--- config.mk ---
export PLATFORM = sky130hd
export DESIGN_NAME = igv_out_buf
export DESIGN_NICKNAME = d
export VERILOG_FILES = /design/src/sv/igv_pkg.sv /design/src/sv/igv_out_buf.sv
export SDC_FILE = /design/constraint.sdc
export NUM_CORES = 1
export LEC_CHECK = 0
export BUFFER_PORTS_ARGS = -buffer_cell sky130_fd_sc_hd__buf_2
export CORE_AREA = 2 2 78 80
export CTS_CLUSTER_DIAMETER = 50
export DETAILED_ROUTE_END_ITERATION = 8
export DIE_AREA = 0 0 80 82
export GPL_TIMING_DRIVEN = 0
export PLACE_DENSITY = 0.81
export RECOVER_POWER = 100
export SYNTH_ARGS = -nofsm -noshare
export SYNTH_HDL_FRONTEND = slang
export SYNTH_SLANG_ARGS = --single-unit
--- constraint.sdc ---
create_clock -name aclk -period 2.8 [get_ports aclk]
set_input_delay 0 -clock aclk [delete_from_list [all_inputs] [get_ports aclk]]
set_output_delay 0 -clock aclk [all_outputs]
set_load 0.03 [all_outputs]
--- src/sv/igv_pkg.sv ---
// Shared types, widths and status codes for the inverse Gaussian variate transform.
// No dependencies.
`timescale 1ns / 1ps
`default_nettype none

package igv_pkg;

    localparam int MU_W   = 32;
    localparam int NORM_W = 16;
    localparam int UNI_W  = 16;
    localparam int NORM_FRAC = 12;
    localparam int STAT_W = 2;
    localparam int MAG_W  = 16;
    localparam int Y_W    = 31;
    localparam int P_W    = 64;
    localparam int Z_W    = 38;
    localparam int W_W    = 39;
    localparam int T_W    = 40;
    localparam int ROOT_W = 39;
    localparam int RAD_W  = 2 * ROOT_W;
    localparam int D_W    = 41;
    localparam int Q1_W   = 31;
    localparam int ACC_W  = MU_W + 1 + UNI_W;

    localparam logic [STAT_W-1:0] ST_OK        = 2'd0;
    localparam logic [STAT_W-1:0] ST_ZERO_MEAN = 2'd1;
    localparam logic [STAT_W-1:0] ST_INVALID   = 2'd2;
    localparam logic [STAT_W-1:0] ST_SATURATED = 2'd3;

    typedef struct packed {
        logic [MU_W-1:0]   mu;
        logic [UNI_W-1:0]  u;
        logic              last;
        logic [STAT_W-1:0] stat;
    } igv_tag_t;

    typedef struct packed {
        igv_tag_t        tag;
        logic [T_W-1:0]  t;
        logic [P_W-1:0]  p;
    } igv_root_side_t;

    typedef struct packed {
        logic [STAT_W-1:0] stat;
        logic              last;
        logic              accept;
        logic              ovf;
        logic              x_zero;
        logic [MU_W-1:0]   x;
    } igv_fin_t;

    typedef struct packed {
        logic [MU_W-1:0]   variate;
        logic [STAT_W-1:0] status;
        logic              last;
    } igv_res_t;

endpackage

`default_nettype wire

--- src/sv/igv_out_buf.sv ---
// Two-entry output buffer that parts the pipeline from the result channel.
// Depends on igv_pkg for the result type.
`timescale 1ns / 1ps
`default_nettype none

module igv_out_buf (
    input  logic              aclk,
    input  logic              aresetn,
    input  logic              push,
    input  igv_pkg::igv_res_t push_data,
    output logic              full,
    output logic              m_valid,
    input  logic              m_ready,
    output igv_pkg::igv_res_t m_data
);

    import igv_pkg::*;

    igv_res_t   mem_reg [2];
    logic       wr_ptr_reg;
    logic       wr_ptr_next;
    logic       rd_ptr_reg;
    logic       rd_ptr_next;
    logic [1:0] count_reg;
    logic [1:0] count_next;
    logic       pop;

    assign pop     = m_valid && m_ready;
    assign m_valid = (count_reg != 2'd0);
    assign full    = (count_reg == 2'd2);
    assign m_data  = mem_reg[rd_ptr_reg];

    always_comb begin
        wr_ptr_next = push ? ~wr_ptr_reg : wr_ptr_reg;
        rd_ptr_next = pop ? ~rd_ptr_reg : rd_ptr_reg;
        count_next  = count_reg + 2'(push) - 2'(pop);
    end

    always_ff @(posedge aclk) begin
        if (!aresetn) begin
            wr_ptr_reg <= 1'b0;
            rd_ptr_reg <= 1'b0;
            count_reg  <= 2'd0;
        end else begin
            wr_ptr_reg <= wr_ptr_next;
            rd_ptr_reg <= rd_ptr_next;
            count_reg  <= count_next;
        end
        if (push) begin
            mem_reg[wr_ptr_reg] <= push_data;
        end
    end

endmodule

`default_nettype wire

==> results.json <==
{
  "grt.overflow.total": 0,
  "vias_per_cell": 4.69,
  "p_int_uw": 2200,
  "status": "finished, violations left",
  "yosys.area.top_type": "edfxtp_1",
  "hold_path_depth": 3,
  "tightest_slew_ps": 1640,
  "die_y_um": 82,
  "cts_buffers": 9,
  "syn_area_sq_mm": 0.00292,
  "design_area_sq_mm": 0.00390,
  "min_path_type": "primary input to flop",
  "largest_reg_flops": 70,
  "cp_max_fo": 35,
  "synth.most_common_cell": "edfxtp_1",
  "synth_edf_count": 70,
  "timing.final.crit_period_ps": 1980,
  "crit_slowest_cell": "and2_1",
  "post-cts-setup-buffers": 0,
  "p_leak_uw": 0.00143,
  "first_iter_violations": 45,
  "cts_buffer_depth": 2,
  "power_uw": 3090,
  "gp_congestion": 0.693,
  "critical_path_buf_inv_count": 0,
  "cts.clk_slew.worst_paths_ps": 70,
  "final_antenna_net_count": 0,
  "grt_first_pass_wirelength_mm": 7.68,
  "track_usage_pct": 16.2,
  "drive_above_1_share_pct": 27.0,
  "ys.warnings.count": 0,
  "switching_share_pct": 29.0,
  "rr_worst_depth": 1,
  "finClkSkew_ps": 8.01,
  "vias": 1566,
  "synth_cell_types": 16,
  "peakVddDrop_uv": 504,
  "syn_to_final_growth_pct": 33.3,
  "root_buffer": "clkbuf_8",
  "path_delay_family": "simple AND/OR/NAND/NOR gates",
  "utilization_pct": 67.9,
  "antenna_found_initial": 0,
  "synthTopCellsByCount": "70 x edfxtp_1, 30 x mux2_4, 5 x dfxtp_1, 5 x mux2_2, 4 x nor2b_1",
  "grt_setup_unrepaired": "no",
  "start_util_pct": 50.9,
  "drt-pass1-iter-count": 2,
  "endpoint_kind": "flop",
  "die_w_um": 80,
  "synth_top_area_share_pct": 71.9,
  "cp.required_ps": 2730,
  "synth_area_leaders": "edfxtp_1 72%, mux2_4 15%, dfxtp_1 3.4%",
  "grt_max_degree": 36,
  "pwr-share-comb_pct": 29.1,
  "fmax_ghz": 0.505,
  "timing.rr.end": "mem_reg[1][28]$_DFFE_PP_",
  "p_seq_share_pct": 43.3,
  "holdCritStartpoint": "push",
  "critPathLaunchType": "flop",
  "cap_violations": 1,
  "yosysSeqAreaShare_pct": 75.3,
  "ctsResizeCount": 0,
  "grt_pass1_vias": 1727,
  "regToRegStartpoint": "wr_ptr_reg$_SDFFE_PN0P_",
  "finalSetupViolations": 0,
  "slowest_delay_ps": 1240,
  "nets": 296,
  "critical_path_arrival_ps": 1910,
  "io_pins": 76,
  "drt-wirelength-per-cell_um": 15.1,
  "avgSynthCellArea_sq_um": 22.2,
  "netSwitchingPower_uw": 896,
  "syn_inst": 132,
  "wl_mm": 5.04,
  "hold_end": "wr_ptr_reg$_SDFFE_PN0P_",
  "path_cells": "and2_1",
  "final_hold_viol_count": 0,
  "r2r_slack_ps": 820,
  "rows": 28,
  "tritoncts": "yes",
  "finalSetupTns_ps": 0,
  "pwr-share-clk_pct": 27.6,
  "clock_latency_ps": 330,
  "violations": "capacitance limit, slew limit",
  "synth-async-reset-ratio_pct": 0,
  "port-buffer-count": 75,
  "syn_nets": 173,
  "slew-limit-headroom_pct": -9.02,
  "clock-sinks": 75,
  "drv_slew": 36,
  "antenna_cells": 0,
  "holdWs_ps": 44.4,
  "cellPowerDensity_mw_per_mm2": 793,
  "route.detailed.drc": 0,
  "die_area_sq_mm": 0.00656,
  "synthFlopType": "edfxtp_1",
  "postSynthRegisterBits": 75,
  "fill_cells": 425,
  "core_sq_mm": 0.00575,
  "post-route-period-util_pct": 70.8,
  "h-tree-depth": 3,
  "critical_path_class": "flop to flop",
  "dp_hpwl_mm": 3.17,
  "placed_cell_area_sq_mm": 0.00342
}
-- layout make-up --
class / instances / area [sq um] / share of cell area [%]
flip-flops and latches: 75 / 2200 / 56.5
repair buffers: 112 / 683 / 17.5
plain buffers: 4 / 63.8 / 1.64
multi-input cells: 51 / 643 / 16.5
inverters: 2 / 7.51 / 0.193
clock buffers: 9 / 124 / 3.18
clock inverters: 6 / 81.3 / 2.09
well taps: 75 / 93.8 / 2.41
-- worst max path at each step --
stage,slack (ps),from,cells past startpoint,end
after floorplan,460,wr_ptr_reg$_SDFFE_PN0P_,1,mem_reg[0][0]$_DFFE_PP_
after global placement,-490,wr_ptr_reg$_SDFFE_PN0P_,1,mem_reg[0][31]$_DFFE_PP_
after detailed placement,1270,wr_ptr_reg$_SDFFE_PN0P_,1,mem_reg[1][19]$_DFFE_PP_
after CTS,1260,wr_ptr_reg$_SDFFE_PN0P_,1,mem_reg[1][24]$_DFFE_PP_
after global routing,660,wr_ptr_reg$_SDFFE_PN0P_,1,mem_reg[1][24]$_DFFE_PP_
final,820,wr_ptr_reg$_SDFFE_PN0P_,1,mem_reg[1][28]$_DFFE_PP_
-- what timing repair did --
item	in CTS	in global routing
endpoints found under the setup margin	0	0
hold buffers	36	0
endpoints found under the hold margin	75	0
-- cells by family after synthesis --
kind of cell / Yosys count / synth area share, %
flip-flops: 75 / 75.3
multiplexers: 37 / 18.0
XOR/XNOR: 1 / 0.770
AO/OA/AOI/OAI: 2 / 0.513
AND/OR/NAND/NOR: 9 / 1.84
buffers and inverters: 6 / 2.70
adder cells (fa/ha/maj): 2 / 0.856
-- cell usage in the layout, fill, tap and decap left out, types with 4 or more instances in the layout --
cell           instances
nor2b_1                4
dfxtp_1                5
edfxtp_1              70
buf_2                 17
clkbuf_8               9
dlygate4sd3_1         36
buf_12                 4
mux2_4                30
mux2_2                 5
clkbuf_1              59
-- through the flow --
stage / setup WS (ps) / cells
after floorplan: 460 / 132
after global placement: -492 / 282
after detailed placement: 1270 / 283
after CTS: 1260 / 334
after global routing: 656 / 334
final: 818 / 334
-- layer usage --
layer,GRT usage (%),wire length [um],vias to the layer above
met5,0,0,-
met4,8.14,67,0
met3,3.52,230,8
met2,30.5,2730,47
met1,17.0,2020,757
li1,-,-,754
-- power by group through the flow --
stage / Combinational (uW) / Clock (uW) / Sequential, uW
floorplan: 709 / 0 / 1360
global placement: 893 / 0 / 1360
detailed placement: 910 / 0 / 1370
CTS: 952 / 873 / 1340
global route: 955 / 915 / 1350
finish: 901 / 852 / 1340
(Power assumes the default switching activity.)
